[src/rtl/vcodec_pkg.sv]
// ----------------------------------------------------------------------------
// vcodec_pkg: shared types and constants of the LEB128 varint codec
// Field widths, result kinds, controller states and the command and status
// groups that pass between the controller and the datapath.
// ----------------------------------------------------------------------------
package vcodec_pkg;

  localparam int VALUE_W   = 64;
  localparam int BYTE_W    = 8;
  localparam int PAY_W     = 7;
  localparam int COUNT_W   = 4;
  localparam int MAX_BYTES = 10;
  // Number of seven-bit groups needed to cover a full value.
  localparam int SLOTS     = (VALUE_W + PAY_W - 1) / PAY_W;
  localparam int SPAN_W    = SLOTS * PAY_W;

  typedef enum logic [1:0] {
    KIND_BYTE  = 2'd0,
    KIND_VALUE = 2'd1,
    KIND_ERROR = 2'd2
  } kind_t;

  typedef enum logic {
    ST_IDLE,
    ST_ENC
  } state_t;

  typedef struct packed {
    logic enc_load;
    logic enc_step;
    logic dec_step;
  } cmd_t;

  typedef struct packed {
    logic in_more;
    logic sh_more;
    logic dec_emit;
  } stat_t;

endpackage

[src/rtl/varint_codec_top.sv]
// ----------------------------------------------------------------------------
// varint_codec_top: 64-bit unsigned LEB128 varint encoder and decoder
// Encodes a 64-bit value into 1 to 10 bytes or decodes a byte stream back
// into values, one input beat at a time.
// ----------------------------------------------------------------------------
// In encode mode (in_mode low) one input beat carries a 64-bit value, taken
// as a raw bit pattern, and produces 1 to 10 output beats of kind byte, low
// seven bits first, with bit 7 set on every byte but the last and out_last
// high on the last. The encoder presents one byte per cycle from a shift
// register while the output slot is free; the next input beat can be
// taken at the earliest in the cycle after the final byte moves into the
// output register, in the cycle in which that byte is taken. In decode
// mode (in_mode high) each input beat carries one byte, and while the
// output slot is free the decoder takes one byte per cycle: bytes
// with bit 7 set only update the accumulator and produce no output beat, a
// byte with bit 7 clear produces one beat of kind value with the byte count,
// and a tenth byte that still has bit 7 set produces one beat of kind error
// with a zero value. Payload bits beyond bit 63 are dropped silently. An
// encode leaves a partial decode untouched, so the two may be interleaved.
// Results sit in a single output register; a new input beat is accepted
// while a finished result is taken in the same cycle, so an unstalled output
// sustains one decode byte per cycle.
// ----------------------------------------------------------------------------
module varint_codec_top (
  input  logic                                 clk,
  input  logic                                 rst_n,
  input  logic                                 in_valid,
  output logic                                 in_ready,
  input  logic                                 in_mode,
  input  logic [vcodec_pkg::VALUE_W-1:0]       in_value_in,
  input  logic [vcodec_pkg::BYTE_W-1:0]        in_byte_in,
  output logic                                 out_valid,
  input  logic                                 out_ready,
  output logic [1:0]                           out_kind,
  output logic [vcodec_pkg::BYTE_W-1:0]        out_byte_out,
  output logic [vcodec_pkg::VALUE_W-1:0]       out_value_out,
  output logic [vcodec_pkg::COUNT_W-1:0]       out_byte_count,
  output logic                                 out_last
);

  // Commands from the controller and status back from the datapath.
  vcodec_pkg::cmd_t  cmd;
  vcodec_pkg::stat_t stat;

  vcodec_ctrl u_ctrl (
    .clk       (clk),
    .rst_n     (rst_n),
    .in_valid  (in_valid),
    .in_mode   (in_mode),
    .in_ready  (in_ready),
    .out_valid (out_valid),
    .out_ready (out_ready),
    .cmd       (cmd),
    .stat      (stat)
  );

  // The datapath holds the encode shifter, the decode accumulator and count,
  // and the output register whose fields drive the result ports directly.
  vcodec_dp u_dp (
    .clk        (clk),
    .rst_n      (rst_n),
    .cmd        (cmd),
    .stat       (stat),
    .value_in   (in_value_in),
    .byte_in    (in_byte_in),
    .kind       (out_kind),
    .byte_out   (out_byte_out),
    .value_out  (out_value_out),
    .byte_count (out_byte_count),
    .last       (out_last)
  );

endmodule

[src/rtl/vcodec_ctrl.sv]
// ----------------------------------------------------------------------------
// vcodec_ctrl: codec controller
// Owns the handshakes and the encode sequence; tells the datapath when to
// load, shift and decode.
// ----------------------------------------------------------------------------
module vcodec_ctrl (
  input  logic              clk,
  input  logic              rst_n,
  input  logic              in_valid,
  input  logic              in_mode,
  output logic              in_ready,
  output logic              out_valid,
  input  logic              out_ready,
  output vcodec_pkg::cmd_t  cmd,
  input  vcodec_pkg::stat_t stat
);

  vcodec_pkg::state_t state_r, state_nxt;
  logic out_valid_r, out_valid_nxt;
  logic slot_free;
  logic load;

  always_ff @(posedge clk) begin
    if (!rst_n) begin
      state_r     <= vcodec_pkg::ST_IDLE;
      out_valid_r <= 1'b0;
    end else begin
      state_r     <= state_nxt;
      out_valid_r <= out_valid_nxt;
    end
  end

  always_comb begin
    slot_free = !out_valid_r || out_ready;
    in_ready  = 1'b0;
    cmd       = '0;
    load      = 1'b0;
    state_nxt = state_r;
    case (state_r)
      vcodec_pkg::ST_IDLE: begin
        in_ready = slot_free;
        if (in_valid && slot_free) begin
          if (!in_mode) begin
            cmd.enc_load = 1'b1;
            load         = 1'b1;
            if (stat.in_more) begin
              state_nxt = vcodec_pkg::ST_ENC;
            end
          end else begin
            cmd.dec_step = 1'b1;
            load         = stat.dec_emit;
          end
        end
      end
      vcodec_pkg::ST_ENC: begin
        if (slot_free) begin
          cmd.enc_step = 1'b1;
          load         = 1'b1;
          if (!stat.sh_more) begin
            state_nxt = vcodec_pkg::ST_IDLE;
          end
        end
      end
      default: begin
        state_nxt = vcodec_pkg::ST_IDLE;
      end
    endcase
    out_valid_nxt = load || (out_valid_r && !out_ready);
  end

  assign out_valid = out_valid_r;

endmodule

[src/rtl/vcodec_dp.sv]
// ----------------------------------------------------------------------------
// vcodec_dp: codec datapath
// Encode shifter, decode accumulator with byte count, and the result register.
// ----------------------------------------------------------------------------
module vcodec_dp (
  input  logic                                 clk,
  input  logic                                 rst_n,
  input  vcodec_pkg::cmd_t                     cmd,
  output vcodec_pkg::stat_t                    stat,
  input  logic [vcodec_pkg::VALUE_W-1:0]       value_in,
  input  logic [vcodec_pkg::BYTE_W-1:0]        byte_in,
  output logic [1:0]                           kind,
  output logic [vcodec_pkg::BYTE_W-1:0]        byte_out,
  output logic [vcodec_pkg::VALUE_W-1:0]       value_out,
  output logic [vcodec_pkg::COUNT_W-1:0]       byte_count,
  output logic                                 last
);

  logic [vcodec_pkg::VALUE_W-1:0] sh_r, sh_nxt;
  logic [vcodec_pkg::VALUE_W-1:0] acc_r, acc_nxt;
  logic [vcodec_pkg::COUNT_W-1:0] seen_r, seen_nxt;

  vcodec_pkg::kind_t              kind_r, kind_nxt;
  logic [vcodec_pkg::BYTE_W-1:0]  byte_r, byte_nxt;
  logic [vcodec_pkg::VALUE_W-1:0] val_r, val_nxt;
  logic [vcodec_pkg::COUNT_W-1:0] cnt_r, cnt_nxt;
  logic                           last_r, last_nxt;
  logic                           out_load;

  logic [vcodec_pkg::VALUE_W-1:0] src;
  logic                           more;
  logic [vcodec_pkg::SPAN_W-1:0]  ins;
  logic [vcodec_pkg::VALUE_W-1:0] acc_new;
  logic [vcodec_pkg::COUNT_W-1:0] cnt1;
  logic                           dec_done;
  logic                           dec_err;

  always_ff @(posedge clk) begin
    if (!rst_n) begin
      acc_r  <= '0;
      seen_r <= '0;
    end else begin
      acc_r  <= acc_nxt;
      seen_r <= seen_nxt;
    end
  end

  always_ff @(posedge clk) begin
    sh_r <= sh_nxt;
    if (out_load) begin
      kind_r <= kind_nxt;
      byte_r <= byte_nxt;
      val_r  <= val_nxt;
      cnt_r  <= cnt_nxt;
      last_r <= last_nxt;
    end
  end

  always_comb begin
    // Encode: the first byte comes straight from the input, later ones from
    // the shifter.
    src  = cmd.enc_load ? value_in : sh_r;
    more = |src[vcodec_pkg::VALUE_W-1:vcodec_pkg::PAY_W];

    // Decode: place the seven payload bits in the group picked by the count.
    ins = '0;
    for (int k = 0; k < vcodec_pkg::SLOTS; k++) begin
      if (seen_r == vcodec_pkg::COUNT_W'(k)) begin
        ins[vcodec_pkg::PAY_W*k +: vcodec_pkg::PAY_W] = byte_in[vcodec_pkg::PAY_W-1:0];
      end
    end
    acc_new  = acc_r | ins[vcodec_pkg::VALUE_W-1:0];
    cnt1     = seen_r + 1'b1;
    dec_done = !byte_in[vcodec_pkg::BYTE_W-1];
    dec_err  = byte_in[vcodec_pkg::BYTE_W-1] &&
               (cnt1 >= vcodec_pkg::COUNT_W'(vcodec_pkg::MAX_BYTES));

    stat.in_more  = |value_in[vcodec_pkg::VALUE_W-1:vcodec_pkg::PAY_W];
    stat.sh_more  = |sh_r[vcodec_pkg::VALUE_W-1:vcodec_pkg::PAY_W];
    stat.dec_emit = dec_done || dec_err;

    sh_nxt   = sh_r;
    acc_nxt  = acc_r;
    seen_nxt = seen_r;
    out_load = 1'b0;
    kind_nxt = vcodec_pkg::KIND_BYTE;
    byte_nxt = {more, src[vcodec_pkg::PAY_W-1:0]};
    val_nxt  = '0;
    cnt_nxt  = '0;
    last_nxt = !more;

    if (cmd.enc_load || cmd.enc_step) begin
      sh_nxt   = src >> vcodec_pkg::PAY_W;
      out_load = 1'b1;
    end else if (cmd.dec_step) begin
      if (dec_done) begin
        acc_nxt  = '0;
        seen_nxt = '0;
        out_load = 1'b1;
        kind_nxt = vcodec_pkg::KIND_VALUE;
        byte_nxt = '0;
        val_nxt  = acc_new;
        cnt_nxt  = cnt1;
        last_nxt = 1'b1;
      end else if (dec_err) begin
        acc_nxt  = '0;
        seen_nxt = '0;
        out_load = 1'b1;
        kind_nxt = vcodec_pkg::KIND_ERROR;
        byte_nxt = '0;
        cnt_nxt  = vcodec_pkg::COUNT_W'(vcodec_pkg::MAX_BYTES);
        last_nxt = 1'b1;
      end else begin
        acc_nxt  = acc_new;
        seen_nxt = cnt1;
      end
    end
  end

  assign kind       = kind_r;
  assign byte_out   = byte_r;
  assign value_out  = val_r;
  assign byte_count = cnt_r;
  assign last       = last_r;

endmodule

[config.mk]
export PLATFORM = sky130hd
export DESIGN_NAME = varint_codec_top
export DESIGN_NICKNAME = d
export VERILOG_FILES = /design/src/rtl/vcodec_pkg.sv /design/src/rtl/varint_codec_top.sv /design/src/rtl/vcodec_ctrl.sv /design/src/rtl/vcodec_dp.sv
export SDC_FILE = /design/constraint.sdc
export NUM_CORES = 1
export LEC_CHECK = 0
export ABC_CLOCK_PERIOD_IN_PS = 4200
export BUFFER_PORTS_ARGS = -buffer_cell sky130_fd_sc_hd__buf_2
export CELL_PAD_IN_SITES_DETAIL_PLACEMENT = 0
export CELL_PAD_IN_SITES_GLOBAL_PLACEMENT = 1
export CORE_MARGIN = 3
export CORE_UTILIZATION = 44
export CTS_CLUSTER_DIAMETER = 120
export DETAILED_ROUTE_END_ITERATION = 10
export GPL_TIMING_DRIVEN = 0
export PLACE_DENSITY = 0.78
export SLEW_MARGIN = 20
export SYNTH_ARGS = -nofsm -noshare
export SYNTH_HDL_FRONTEND = slang
export SYNTH_HIERARCHICAL = 1
export SYNTH_SLANG_ARGS = --single-unit
[constraint.sdc]
create_clock -name clk -period 4.2 [get_ports clk]
set_input_delay 0.63 -clock clk [delete_from_list [all_inputs] [get_ports clk]]
set_output_delay 0.63 -clock clk [all_outputs]
set_load 0.02 [all_outputs]
==> results of run 1 <==
-- worst paths after layout --
path / startpoint / slack, ps / depth (start not counted) / endpoint
max: u_dp/seen_r[0]$_SDFFE_PN0P_ / 1550 / 7 / u_dp/value_out[54]$_SDFFCE_PP0P_
min: in_mode / 380 / 2 / u_ctrl/state_r$_SDFF_PN0_
max reg2reg: u_dp/seen_r[0]$_SDFFE_PN0P_ / 1550 / 7 / u_dp/value_out[54]$_SDFFCE_PP0P_
min reg2reg: u_dp/acc_r[20]$_SDFFE_PN0P_ / 470 / 2 / u_dp/acc_r[20]$_SDFFE_PN0P_
-- layout make-up --
class                   instances  area share, %
flip-flops and latches        206           54.2
well taps                     229           2.83
diodes                          1         0.0247
plain buffers                  48           2.43
multi-input cells             444           25.5
clock buffers                  35           6.55
repair buffers                153           7.93
inverters                       7          0.260
clock inverters                 5          0.272
-- cells by family (layout without fill, tap and decap cells) --
group,Yosys count,in the layout
xor gates and xnor gates,2,2
buffers and inverters,55,248
AOI/OAI and AO/OA,143,143
DFF,206,206
muxes,57,57
adders and majority gates,4,4
other,0,1
and+or+nand+nor,238,238
-- registers in the layout, indices dropped and copies added (netlist names) --
name              count
u_ctrl/out_valid      1
u_dp/seen_r           4
u_dp/last             1
u_dp/value_out       64
u_dp/acc_r           64
u_dp/kind             2
u_dp/byte_count       4
u_dp/byte_out         8
u_ctrl/state_r        1
u_dp/sh_r            57
-- worst register-to-register path: stages, from the launching register on --
cell,delay (ps)
dfxtp_1,450
ha_1,330
xor2_2,230
nor3_4,80
o21ai_0,400
nand2_1,170
nand2_4,300
buf_16,310
-- routing by layer --
layer / vias up / track usage, % / routed length (µm)
met2: 237 / 31.9 / 9690
met1: 2956 / 27.1 / 9050
li1: 2889 / - / -
met3: 41 / 3.73 / 1380
met5: - / 0 / 0
met4: 0 / 6.44 / 581
-- power by group through the flow --
| stage | sequential, mW | combinational (mW) | clock (mW) |
|---|---|---|---|
| 2_1_floorplan | 2.53 | 0.216 | 0 |
| 3_3_place_gp | 2.44 | 0.496 | 0 |
| 3_5_place_dp | 2.43 | 0.520 | 0 |
| 4_1_cts | 2.39 | 0.523 | 1.86 |
| 5_1_grt | 2.41 | 0.559 | 1.94 |
| 6_report | 2.39 | 0.521 | 1.81 |
-- per-stage QoR --
stage / worst slack [ps] / util (%) / total power [mW] / cell area (µm²)
2_1_floorplan: 754 / - / 2.74 / 8330
3_3_place_gp: -116 / 51.3 / 2.94 / 9380
3_5_place_dp: 1240 / 51.6 / 2.95 / 9430
4_1_cts: 1550 / 55.4 / 4.77 / 10100
5_1_grt: 1290 / 55.4 / 4.91 / 10100
6_report: 1550 / 55.4 / 4.73 / 10100
-- cell usage in the layout (no fill, tap or decap), types with 9 or more instances in the layout --
cell type  count
buf_2        164
nor2_1       146
edfxtp_1     136
a21oi_1      126
dfxtp_1       70
mux2_2        50
clkbuf_1      27
nor4_1        26
clkbuf_16     23
and2_1        11
nand2_1       10
and3_1         9
==> summary.md, run 1 <==
| Metric | Value |
|---|---|
| Row count | `49` |
| CP arrival | `about 2800 ps` |
| Largest family of logic cells by synthesized area | `simple AND/OR/NAND/NOR gates` |
| Share of layout cells above drive strength 1 | `29.6%` |
| Routability cong. | `just under 0.9` |
| Flop pwr share | `between 50% and 60%` |
| Pre-antenna DRT Iters | `4` |
| Wire per inst | `about 18 µm` |
| Final setup violation count | `0` |
| Critical path's largest stage delay | `450 ps` |
| WS Path Type | `reg -> reg` |
| Synth top cells by count | `nor2_1, edfxtp_1, a21oi_1` |
| Clk slew on worst S/H paths | `around 60 ps` |
| Top Ports | `158` |
| Worst Hold Class | `in -> reg` |
| Cells after DPL | `between 1k and 1.5k` |
| Tot GR Track Use | `between 10% and 20%` |
| Vias in the first global route | `roughly 6k` |
| Synth Area in Simple Gates | `roughly an eighth` |
| Post-synthesis mux area share | `7.60%` |
| CP delay by family, top | `simple AND/OR/NAND/NOR gates` |
| Adder-cell share of the synthesized area | `less than 1%` |
| Htree depth | `1` |
| RSZ-0062 raised after global routing | `false` |
| Part of the cycle the worst path needs | `63.2%` |
| Clk root buf | `clkbuf_16` |
| Via count | `roughly 6k` |
| Postcts setup bufs | `0` |
| Post-synth EDFFs | `136` |
| Count leader, synth | `nor2_1` |
| Clk_skew | `between 9 and 10 ps` |
| DR vias/cell | `5.43` |
| Cell Area, Synth | `between 8000 and 9000 µm²` |
| Max rail drop VDD | `0.442 mV` |
| WP buf/inv | `1` |
| TNS Setup | `0 ps` |
| DIE HEIGHT | `between 100 and 150 µm` |
| Post-CTS Hold Buffers | `0` |
| Gate power share | `a little over a tenth` |
| Initial DRC Count | `around 420` |
| Global-route wire length before repair | `31900 µm` |
| WL final | `roughly 21000 µm` |
| Footprint of the multi-input gates | `roughly 2600 µm²` |
| Post-Synth XOR/XNOR Area | `less than 1%` |
| Cells after synthesis | `705` |
| Clk pwr share | `approximately two fifths` |
| Maxcap violations | `0` |
| Initial Utilization | `45.6%` |
| Total grt overflow | `0` |
| CP endpoint kind | `register` |
| Crit path launch type | `register` |
| Synth Area per Inst | `about 12 µm²` |
| Measured slew at the worst slew-check pin | `between 800 and 900 ps` |
| CTS resizes | `0` |
| Ys flop type | `edfxtp_1` |
| Slowest CP cell | `dfxtp_1` |
| Area leader, netlist | `edfxtp_1` |
| Sw Pwr | `1.13 mW` |
| Status | `finished clean` |
| PwrDens | `roughly 470 nW/µm²` |
| TritonCTS clock tree | `yes` |
| Synth area leaders | `edfxtp_1, dfxtp_1, a21oi_1, mux2_2, nor2_1` |
| Clock latency on the worst-skew pair | `roughly 500 ps` |
| Post-synth top area share | `49.0%` |
| Initial antenna violation count | `1` |
| Placeable Area | `between 15000 and 20000 µm²` |
| Synth async-reset ratio | `0%` |
| Clock buffer count from CTS | `22` |
| Non-filler cells, final | `approximately 1.1k` |
| Internal power | `around 3.6 mW` |
| Sequential cell area fraction in the yosys report | `between 60% and 70%` |
| CP Cell Sequence | `ha_1, xor2_2, nor3_4, o21ai_0, nand2_1, nand2_4, buf_16` |
| Area grow syn2layout | `21.5%` |
| Synth warn | `6` |
| Largest net degree at the start of global routing | `65` |
| Period minus WS final | `between 2000 and 3000 ps` |
| FMAX | `377 MHz` |
| Fill count | `roughly 1.6k` |
| Syn nets | `just under 800` |
| Placed wire-length estimate | `around 15000 µm` |
| DIE AREA | `about 21000 µm²` |
| Critical path required time | `between 4000 and 5000 ps` |
| Register area | `~5500 µm²` |
| # DRC | `0` |
| Die Wd | `about 140 µm` |
| FF+latch count, synth | `between 200 and 250` |
| Minimum hold slack | `roughly 380 ps` |
| Compound-Gate Fraction of Synth Area | `between 9 and 10%` |
| Max clock buf depth | `3` |
| Clk sinks | `around 210` |
| Leak pwr | `~3.8 nW` |
| # port buffers | `about 150` |
| Max_slew headroom | `between 40% and 50%` |
| CP Max Fanout | `64` |
| Switching Share | `roughly a quarter` |
| Unique masters post-synth | `43` |
| Routed Antenna Nets | `0` |
| Max Slew Vio Count | `0` |
| Final Net Count | `around 960` |
| Final hold viol count | `0` |
Note: power is estimated with default switching activity, not from simulation.
==> run 2, diff against run 1 <==
--- a/config.mk
+++ b/config.mk
@@ -5,12 +5,13 @@
 export SDC_FILE = /design/constraint.sdc
 export NUM_CORES = 1
 export LEC_CHECK = 0
-export ABC_CLOCK_PERIOD_IN_PS = 4200
+export ABC_AREA = 1
+export ABC_CLOCK_PERIOD_IN_PS = 2500
 export BUFFER_PORTS_ARGS = -buffer_cell sky130_fd_sc_hd__buf_2
 export CELL_PAD_IN_SITES_DETAIL_PLACEMENT = 0
 export CELL_PAD_IN_SITES_GLOBAL_PLACEMENT = 1
 export CORE_MARGIN = 3
-export CORE_UTILIZATION = 44
+export CORE_UTILIZATION = 43
 export CTS_CLUSTER_DIAMETER = 120
 export DETAILED_ROUTE_END_ITERATION = 10
 export GPL_TIMING_DRIVEN = 0
==> constraint.sdc (replaced) <==
create_clock -name clk -period 2.5 [get_ports clk]
set_input_delay 0.375 -clock clk [delete_from_list [all_inputs] [get_ports clk]]
set_output_delay 0.375 -clock clk [all_outputs]
set_load 0.02 [all_outputs]
==> run 2 against run 1 <==
  * Combinational power increased by 98%
  * Critical path depth grew 8
  * Sequential share of layout area is 5.4 points lower
  * Clock-buffer cell count is 4 lower
  * Hold slack lost 200 ps
  * Sequential power up 66%
  * Register-to-register slack got worse by 1300 ps
  * Largest power group unchanged
==> summary.md, run 2 <==
| Metric | Value |
|---|---|
| Htree depth | `1 (unchanged)` |
| Non-filler cells, final | `1493 (+32%)` |
| Wire per inst | `16.7 µm (-9.2%)` |
| Initial DRC Count | `453 (+8.6%)` |
| Syn nets | `1103 (+40%)` |
| Commonest non-fill, non-tap cells in the layout | `nand2_1, inv_1, buf_2` |
| Top Ports | `158 (unchanged)` |
| Clk_skew | `12.0 ps (+2.70 ps)` |
| Sequential cell area fraction in the yosys report | `59.0% (-6.8 points)` |
| Antenna diode count | `0 (-1)` |
| Largest net degree at the start of global routing | `31 (-52%)` |
| Vias in the first global route | `7010 (+17%)` |
| Placement Setup Slack | `-502 ps (-1740 ps)` |
| Final Net Count | `1283 (+33%)` |
| Routability cong. | `0.855 (-3.5%)` |
| Largest family of logic cells by synthesized area | `simple AND/OR/NAND/NOR gates` |
| Routed Antenna Nets | `0 (unchanged)` |
| Max clock buf depth | `3 (unchanged)` |
| Max_slew headroom | `47.6% (+1.8 points)` |
| Critical path required time | `2750 ps (-1610 ps)` |
| Cell Area, Synth | `9290 µm² (+11%)` |
| Maxcap violations | `0 (unchanged)` |
| Period minus WS final | `2290 ps (-367 ps)` |
| PwrDens | `725 nW/µm² (+55%)` |
| Worst Hold Class | `in -> reg` |
| Placed wire-length estimate | `17500 µm (+18%)` |
| Cells after DPL | `1451 (+33%)` |
| Row count | `53 (+8.2%)` |
| Area grow syn2layout | `21.0%` |
| CP endpoint kind | `register` |
| Measured slew at the worst slew-check pin | `785 ps (-27.1 ps)` |
| R2R cell count | `15 (+8)` |
| TritonCTS clock tree | `yes` |
| WL final | `24900 µm (+20%)` |
| Final worst slack | `214 ps (-1330 ps)` |
| Pwr Total | `8.15 mW (+72%)` |
| Worst Hold End | `u_ctrl/out_valid$_SDFF_PN0_` |
| Most common cell after layout, fill and taps aside | `nand2_1` |
| Ys flop type | `edfxtp_1` |
| Synth async-reset ratio | `0% (unchanged)` |
| Final hold viol count | `0 (unchanged)` |
| Total grt overflow | `0 (unchanged)` |
| FMAX | `437 MHz (+16%)` |
| Synth warn | `6 (unchanged)` |
| Max Slew Vio Count | `0 (unchanged)` |
| Initial Utilization | `43.9% (-1.7 points)` |
| Synth Area in Simple Gates | `18.8% (+5.5 points)` |
| Crit path launch type | `register` |
| Clock latency on the worst-skew pair | `500 ps (about the same)` |
| Area leader, netlist | `edfxtp_1` |
| Post-Synth XOR/XNOR Area | `0.189% (-0.11 points)` |
| Clk slew on worst S/H paths | `60 ps (about the same)` |
| Reg2reg setup slack | `210 ps (-1330 ps)` |
| Global-route wire length before repair | `38200 µm (+20%)` |
| Via count | `7462 (+22%)` |
| Worst r2r dst | `u_dp/byte_out[7]$_DFFE_PP_` |
| Adder-cell share of the synthesized area | `0.539% (-0.062 points)` |
| Die Wd | `153 µm (+6.5%)` |
| Post-synth EDFFs | `136 (unchanged)` |
| Compound-Gate Fraction of Synth Area | `10.8% (+1.7 points)` |
| RR Startpoint | `u_ctrl/out_valid$_SDFF_PN0_` |
| Clk root buf | `clkbuf_16` |
| RSZ-0062 raised after global routing | `false` |
| CP arrival | `2530 ps (-280 ps)` |
| Synth area leaders | `edfxtp_1, dfxtp_1, nand2_1, inv_1, nor2_1` |
| DIE HEIGHT | `153 µm (+6.5%)` |
| Leak pwr | `4.64 nW (+23%)` |
| DR vias/cell | `5.00 (-7.9%)` |
| Count leader, synth | `nand2_1` |
| Cells after synthesis | `1022 (+45%)` |
| Clock buffer count from CTS | `22 (unchanged)` |
| Post-synthesis mux area share | `0% (-7.6 points)` |
| Unique masters post-synth | `33 (-23%)` |
| Hold_sp | `in_valid` |
| DIE AREA | `23400 µm² (+13%)` |
| Initial antenna violation count | `0 (-1)` |
| CP Max Fanout | `12 (-81%)` |
| Tot GR Track Use | `20.5% (+0.77 points)` |
| Synth top cells by count | `nand2_1, inv_1, edfxtp_1` |
| Pre-antenna DRT Iters | `5 (+1)` |
| Status | `finished clean` |
| Minimum hold slack | `173 ps (-204 ps)` |
| Worst Hold Depth | `3 (+1)` |
| Post-synth top area share | `44.0% (-5.0 points)` |
| Placeable Area | `21200 µm² (+16%)` |
| Part of the cycle the worst path needs | `91.4% (+28 points)` |
| Final setup violation count | `0 (unchanged)` |
| WS Path Type | `reg -> reg` |
| Fill count | `1970 (+24%)` |
| Max rail drop VDD | `0.411 mV (-7.1%)` |
| Clk sinks | `206 (unchanged)` |
| Share of layout cells above drive strength 1 | `24.1% (-5.6 points)` |
| # DRC | `0 (unchanged)` |
| # port buffers | `151 (unchanged)` |
| Synth Area per Inst | `9.09 µm² (-23%)` |
| FF+latch count, synth | `206 (unchanged)` |
| Postcts setup bufs | `0 (unchanged)` |
run 2: worst max-delay path: stages (launching register included):
cell      delay (ps)
dfxtp_1          340
nand2_2           90
nand2_1           90
nor3_1            50
clkbuf_4         210
inv_2            150
buf_4            220
nand2_1          100
nand2_1           90
nand2_1           60
nor2_1           120
nand2_1           80
nor2_1           170
nand2_1          100
nor2_1           100
nor2_1            40
run 2: report_power, final:
| group | total, mW | internal (mW) | switching (mW) |
|---|---|---|---|
| logic | 1.03 | 0.307 | 0.727 |
| registers | 3.97 | 3.90 | 0.0650 |
| clock network | 3.15 | 1.85 | 1.30 |
| total | 8.15 | 6.06 | 2.09 |
run 2: per-layer routing:
layer	part of all wire (%)	vias up	track usage (%)
met1	45	3475	29.2
met3	7.2	44	3.26
li1	-	3673	-
met5	0	-	0
met2	45	270	32.9
met4	2.4	0	5.73
run 2: metrics by stage:
stage / instance area, µm² / utilization (%) / setup TNS [ps]
6_report: 11200 / 53.1 / 0
4_1_cts: 11200 / 53.0 / 0
5_1_grt: 11200 / 53.1 / 0
3_5_place_dp: 10500 / 49.7 / -49160
3_3_place_gp: 10400 / 49.4 / -84470
2_1_floorplan: 9340 / - / -9440
run 2: kinds of logic after synthesis:
group,count (synthesis)
compound gates,161
flops,206
simple gates,419
xor+xnor,2
buf+inv,230
fa+ha+maj,4
run 2: worst max-delay path by stage:
stage | slack (ps) | to | start | depth (start not counted)
CTS | 40 | u_dp/value_out[1]$_SDFFCE_PP0P_ | u_ctrl/out_valid$_SDFF_PN0_ | 8
floorplan | -120 | u_dp/byte_count[0]$_SDFFCE_PP0P_ | u_dp/seen_r[2]$_SDFFE_PN0P_ | 6
finish | 210 | u_dp/byte_out[7]$_DFFE_PP_ | u_ctrl/out_valid$_SDFF_PN0_ | 15
global route | 6 | u_dp/byte_out[7]$_DFFE_PP_ | u_ctrl/out_valid$_SDFF_PN0_ | 14
detailed placement | -500 | u_dp/value_out[58]$_SDFFCE_PP0P_ | out_ready | 11
global placement | -780 | u_dp/value_out[57]$_SDFFCE_PP0P_ | u_dp/seen_r[2]$_SDFFE_PN0P_ | 6
run 2: what timing repair did:
| action | in CTS | in global routing |
|---|---|---|
| cloned | 1 | 1 |
| gates resized for setup | 1 | 11 |
| hold buffers | 0 | 0 |
| setup endpoints to repair | 135 | 50 |
| pin swaps | 1 | 0 |
| hold endpoints to repair | 0 | 0 |
run 2: cell type report:
class,instances,area (µm²),share of cell area (%)
Sequential cell,206,5490,48.8
Multi-Input combinational cell,588,2880,25.6
Timing Repair Buffer,154,823,7.32
Inverter,175,659,5.86
Clock buffer,31,626,5.56
Buffer,55,347,3.08
Tap cell,275,344,3.06
Clock inverter,9,76.3,0.679
==> run 3, diff against run 2 <==
--- a/config.mk
+++ b/config.mk
@@ -6,16 +6,16 @@
 export NUM_CORES = 1
 export LEC_CHECK = 0
 export ABC_AREA = 1
-export ABC_CLOCK_PERIOD_IN_PS = 2500
+export ABC_CLOCK_PERIOD_IN_PS = 2100
 export BUFFER_PORTS_ARGS = -buffer_cell sky130_fd_sc_hd__buf_2
 export CELL_PAD_IN_SITES_DETAIL_PLACEMENT = 0
 export CELL_PAD_IN_SITES_GLOBAL_PLACEMENT = 1
-export CORE_MARGIN = 3
-export CORE_UTILIZATION = 43
+export CORE_MARGIN = 2
+export CORE_UTILIZATION = 38
 export CTS_CLUSTER_DIAMETER = 120
 export DETAILED_ROUTE_END_ITERATION = 10
 export GPL_TIMING_DRIVEN = 0
-export PLACE_DENSITY = 0.78
+export PLACE_DENSITY = 0.73
 export SLEW_MARGIN = 20
 export SYNTH_ARGS = -nofsm -noshare
 export SYNTH_HDL_FRONTEND = slang
==> constraint.sdc (replaced) <==
create_clock -name clk -period 2.1 [get_ports clk]
set_input_delay 0.315 -clock clk [delete_from_list [all_inputs] [get_ports clk]]
set_output_delay 0.315 -clock clk [all_outputs]
set_load 0.02 [all_outputs]
==> run 3 against run 2 <==
  * Critical path depth decreased by 1
  * Utilization decreased by 4.8 points
  * Final cell count increased by 4.0%
  * Clock skew increased by 1.7 ps
  * Largest cell class unchanged
==> summary.md, run 3 (synthesized netlist as in run 2, its figures left out) <==
| Metric | Value |
|---|---|
| Share of layout cells above drive strength 1 | `26.7% (+2.6 points)` |
| Critical Path Most Common Cell | `nand2_1` |
| Max Slew Vio Count | `0 (unchanged)` |
| FMAX | `478 MHz (+9.3%)` |
| Pwr Total | `10.4 mW (+28%)` |
| TritonCTS clock tree | `yes` |
| # DRC | `0 (unchanged)` |
| Period minus WS final | `2090 ps (-195 ps)` |
| Antenna diode count | `0 (unchanged)` |
| Clock buffer count from CTS | `23 (+4.5%)` |
| Most common cell after layout, fill and taps aside | `nand2_1` |
| Placement Setup Slack | `-898 ps (-397 ps)` |
| Top Ports | `158 (unchanged)` |
| Final hold viol count | `0 (unchanged)` |
| Clk slew on worst S/H paths | `60 ps (about the same)` |
| Critical path required time | `2360 ps (-390 ps)` |
| Global-route wire length before repair | `38400 µm (+0.43%)` |
| Max_slew headroom | `49.6% (+2.0 points)` |
| Maxcap violations | `0 (unchanged)` |
| Max rail drop VDD | `0.586 mV (+43%)` |
| Commonest non-fill, non-tap cells in the layout | `nand2_1, inv_1, buf_2` |
| Htree depth | `1 (unchanged)` |
| Routability cong. | `0.845 (-1.1%)` |
| Met3 WL | `1330 µm (-26%)` |
| Row count | `57 (+7.5%)` |
| RR Startpoint | `u_ctrl/out_valid$_SDFF_PN0_` |
| Placed wire-length estimate | `17400 µm (-0.45%)` |
| Max layer used | `met4` |
| CP Cell Sequence | `nand2_4, nand2_4, nor3_4, buf_6, buf_8, nand2_1, nand2_1, nand2_1, nor2_2, nand2_1, nor2_1, nand2_2, nor2_2, nor2_1` |
| CP arrival | `2350 ps (-180 ps)` |
| Final worst slack | `8.72 ps (-205 ps)` |
| Initial antenna violation count | `0 (unchanged)` |
| Area grow syn2layout | `25.8%` |
| Placeable Area | `24200 µm² (+14%)` |
| Worst Setup SP | `u_ctrl/out_valid$_SDFF_PN0_` |
| Post-CTS Hold Buffers | `0 (unchanged)` |
| WL met1 | `11300 µm (+0.57%)` |
| Routed Antenna Nets | `0 (unchanged)` |
| Crit path launch type | `register` |
| Leak pwr | `4.81 nW (+3.8%)` |
| Tot GR Track Use | `19.1% (-1.4 points)` |
| Clock latency on the worst-skew pair | `520 ps (+20 ps)` |
| RSZ-0062 raised after global routing | `true` |
| Part of the cycle the worst path needs | `99.6% (+8.1 points)` |
| Via count | `7321 (-1.9%)` |
| TNS Setup | `0 ps (unchanged)` |
| CP endpoint kind | `register` |
| PwrDens | `890 nW/µm² (+23%)` |
| WL final | `24900 µm (+0.10%)` |
| Die Wd | `160 µm (+4.8%)` |
| Status | `finished clean` |
| Hold_sp | `in_value_in[57]` |
| Final Net Count | `1293 (+0.78%)` |
| Footprint of the multi-input gates | `2960 µm² (+2.7%)` |
| Vias in the first global route | `7101 (+1.3%)` |
| Pre-antenna DRT Iters | `5 (unchanged)` |
| DIE HEIGHT | `160 µm (+4.8%)` |
| Clk_skew | `13.7 ps (+1.75 ps)` |
| Slowest CP cell | `dfxtp_2` |
| CP Max Fanout | `10 (-2)` |
| Register area | `5490 µm² (about the same)` |
| Worst Hold Class | `in -> reg` |
| Final setup violation count | `0 (unchanged)` |
| Max clock buf depth | `3 (unchanged)` |
| Fill count | `2312 (+17%)` |
| Initial Utilization | `38.4% (-5.5 points)` |
| Largest net degree at the start of global routing | `30 (-3.2%)` |
| Critical path's largest stage delay | `330 ps (about the same)` |
| Clk sinks | `206 (unchanged)` |
| Clk root buf | `clkbuf_16` |
| WS Path Type | `reg -> reg` |
| Measured slew at the worst slew-check pin | `756 ps (-29.6 ps)` |
| Post-Route Utilization | `48.4% (-4.8 points)` |
| Initial DRC Count | `511 (+13%)` |
| Wire per inst | `16.0 µm (-3.8%)` |
| Total grt overflow | `0 (unchanged)` |
| Met2 wire len | `11700 µm (+3.6%)` |
| # port buffers | `151 (unchanged)` |
| DIE AREA | `25700 µm² (+9.9%)` |
| DR vias/cell | `4.71 (-5.7%)` |
[run 3: changes by cell type in the layout (fill, tap and decap cells not counted), moves of 3 or more]
cell       previous run  this run
nand2_4               3         6
buf_4                 7        10
clkbuf_8              2         5
nor2_2               11        20
bufinv_16             1         4
nand2_1             238       235
nor2_1              119       109
buf_8                 0         8
clkbuf_1             19        13
clkbuf_4              5         1
buf_6                10        14
[run 3: final timing paths]
| kind | to | slack (ps) | depth (start not counted) |
|---|---|---|---|
| max reg2reg | u_dp/byte_out[7]$_DFFE_PP_ | 9 | 14 |
| max | u_dp/byte_out[7]$_DFFE_PP_ | 9 | 14 |
| min | u_dp/sh_r[50]$_DFFE_PP_ | 100 | 3 |
| min reg2reg | u_dp/acc_r[55]$_SDFFE_PN0P_ | 480 | 2 |
[run 3: area by class of cell]
type / instances / share of cell area (%)
clock inverter: 12 / 1.55
timing repair buffer: 163 / 7.82
multi-input combinational: 588 / 25.3
buffer: 55 / 3.67
sequential: 206 / 47.0
tap: 324 / 3.47
inverter: 175 / 5.66
clock buffer: 30 / 5.58
[run 3: power breakdown]
group / switching, mW / internal, mW / total (mW)
registers: 0.0818 / 4.65 / 4.73
clock network: 1.67 / 2.70 / 4.37
logic: 0.884 / 0.421 / 1.30
total: 2.64 / 7.76 / 10.4
[run 3: critical path: cells and delay by family (launching register included)]
family | cells | cell delay (ps)
flip-flops | 1 | 330
AND/OR/NAND/NOR | 12 | 1140
buffers and inverters | 2 | 360
[run 3: per-layer routing]
| layer | track usage, % | up-vias |
|---|---|---|
| met5 | 0 | - |
| met4 | 5.28 | 0 |
| met3 | 2.69 | 42 |
| met2 | 33.1 | 220 |
| met1 | 25.1 | 3359 |
| li1 | - | 3700 |
[run 3: through the flow]
stage	std cells	hold slack, ps	cell area [µm²]
after floorplan	1022	439	9370
after global placement	1497	459	10500
after detailed placement	1500	467	10600
after CTS	1550	58.1	11500
after global routing	1553	91.9	11700
final	1553	101	11700
[run 3: what timing repair did]
item,in CTS,in global routing
pin swaps,1,14
setup endpoints to repair,226,56
resized for setup,12,42
gates cloned,2,1
buffers inserted,6,2
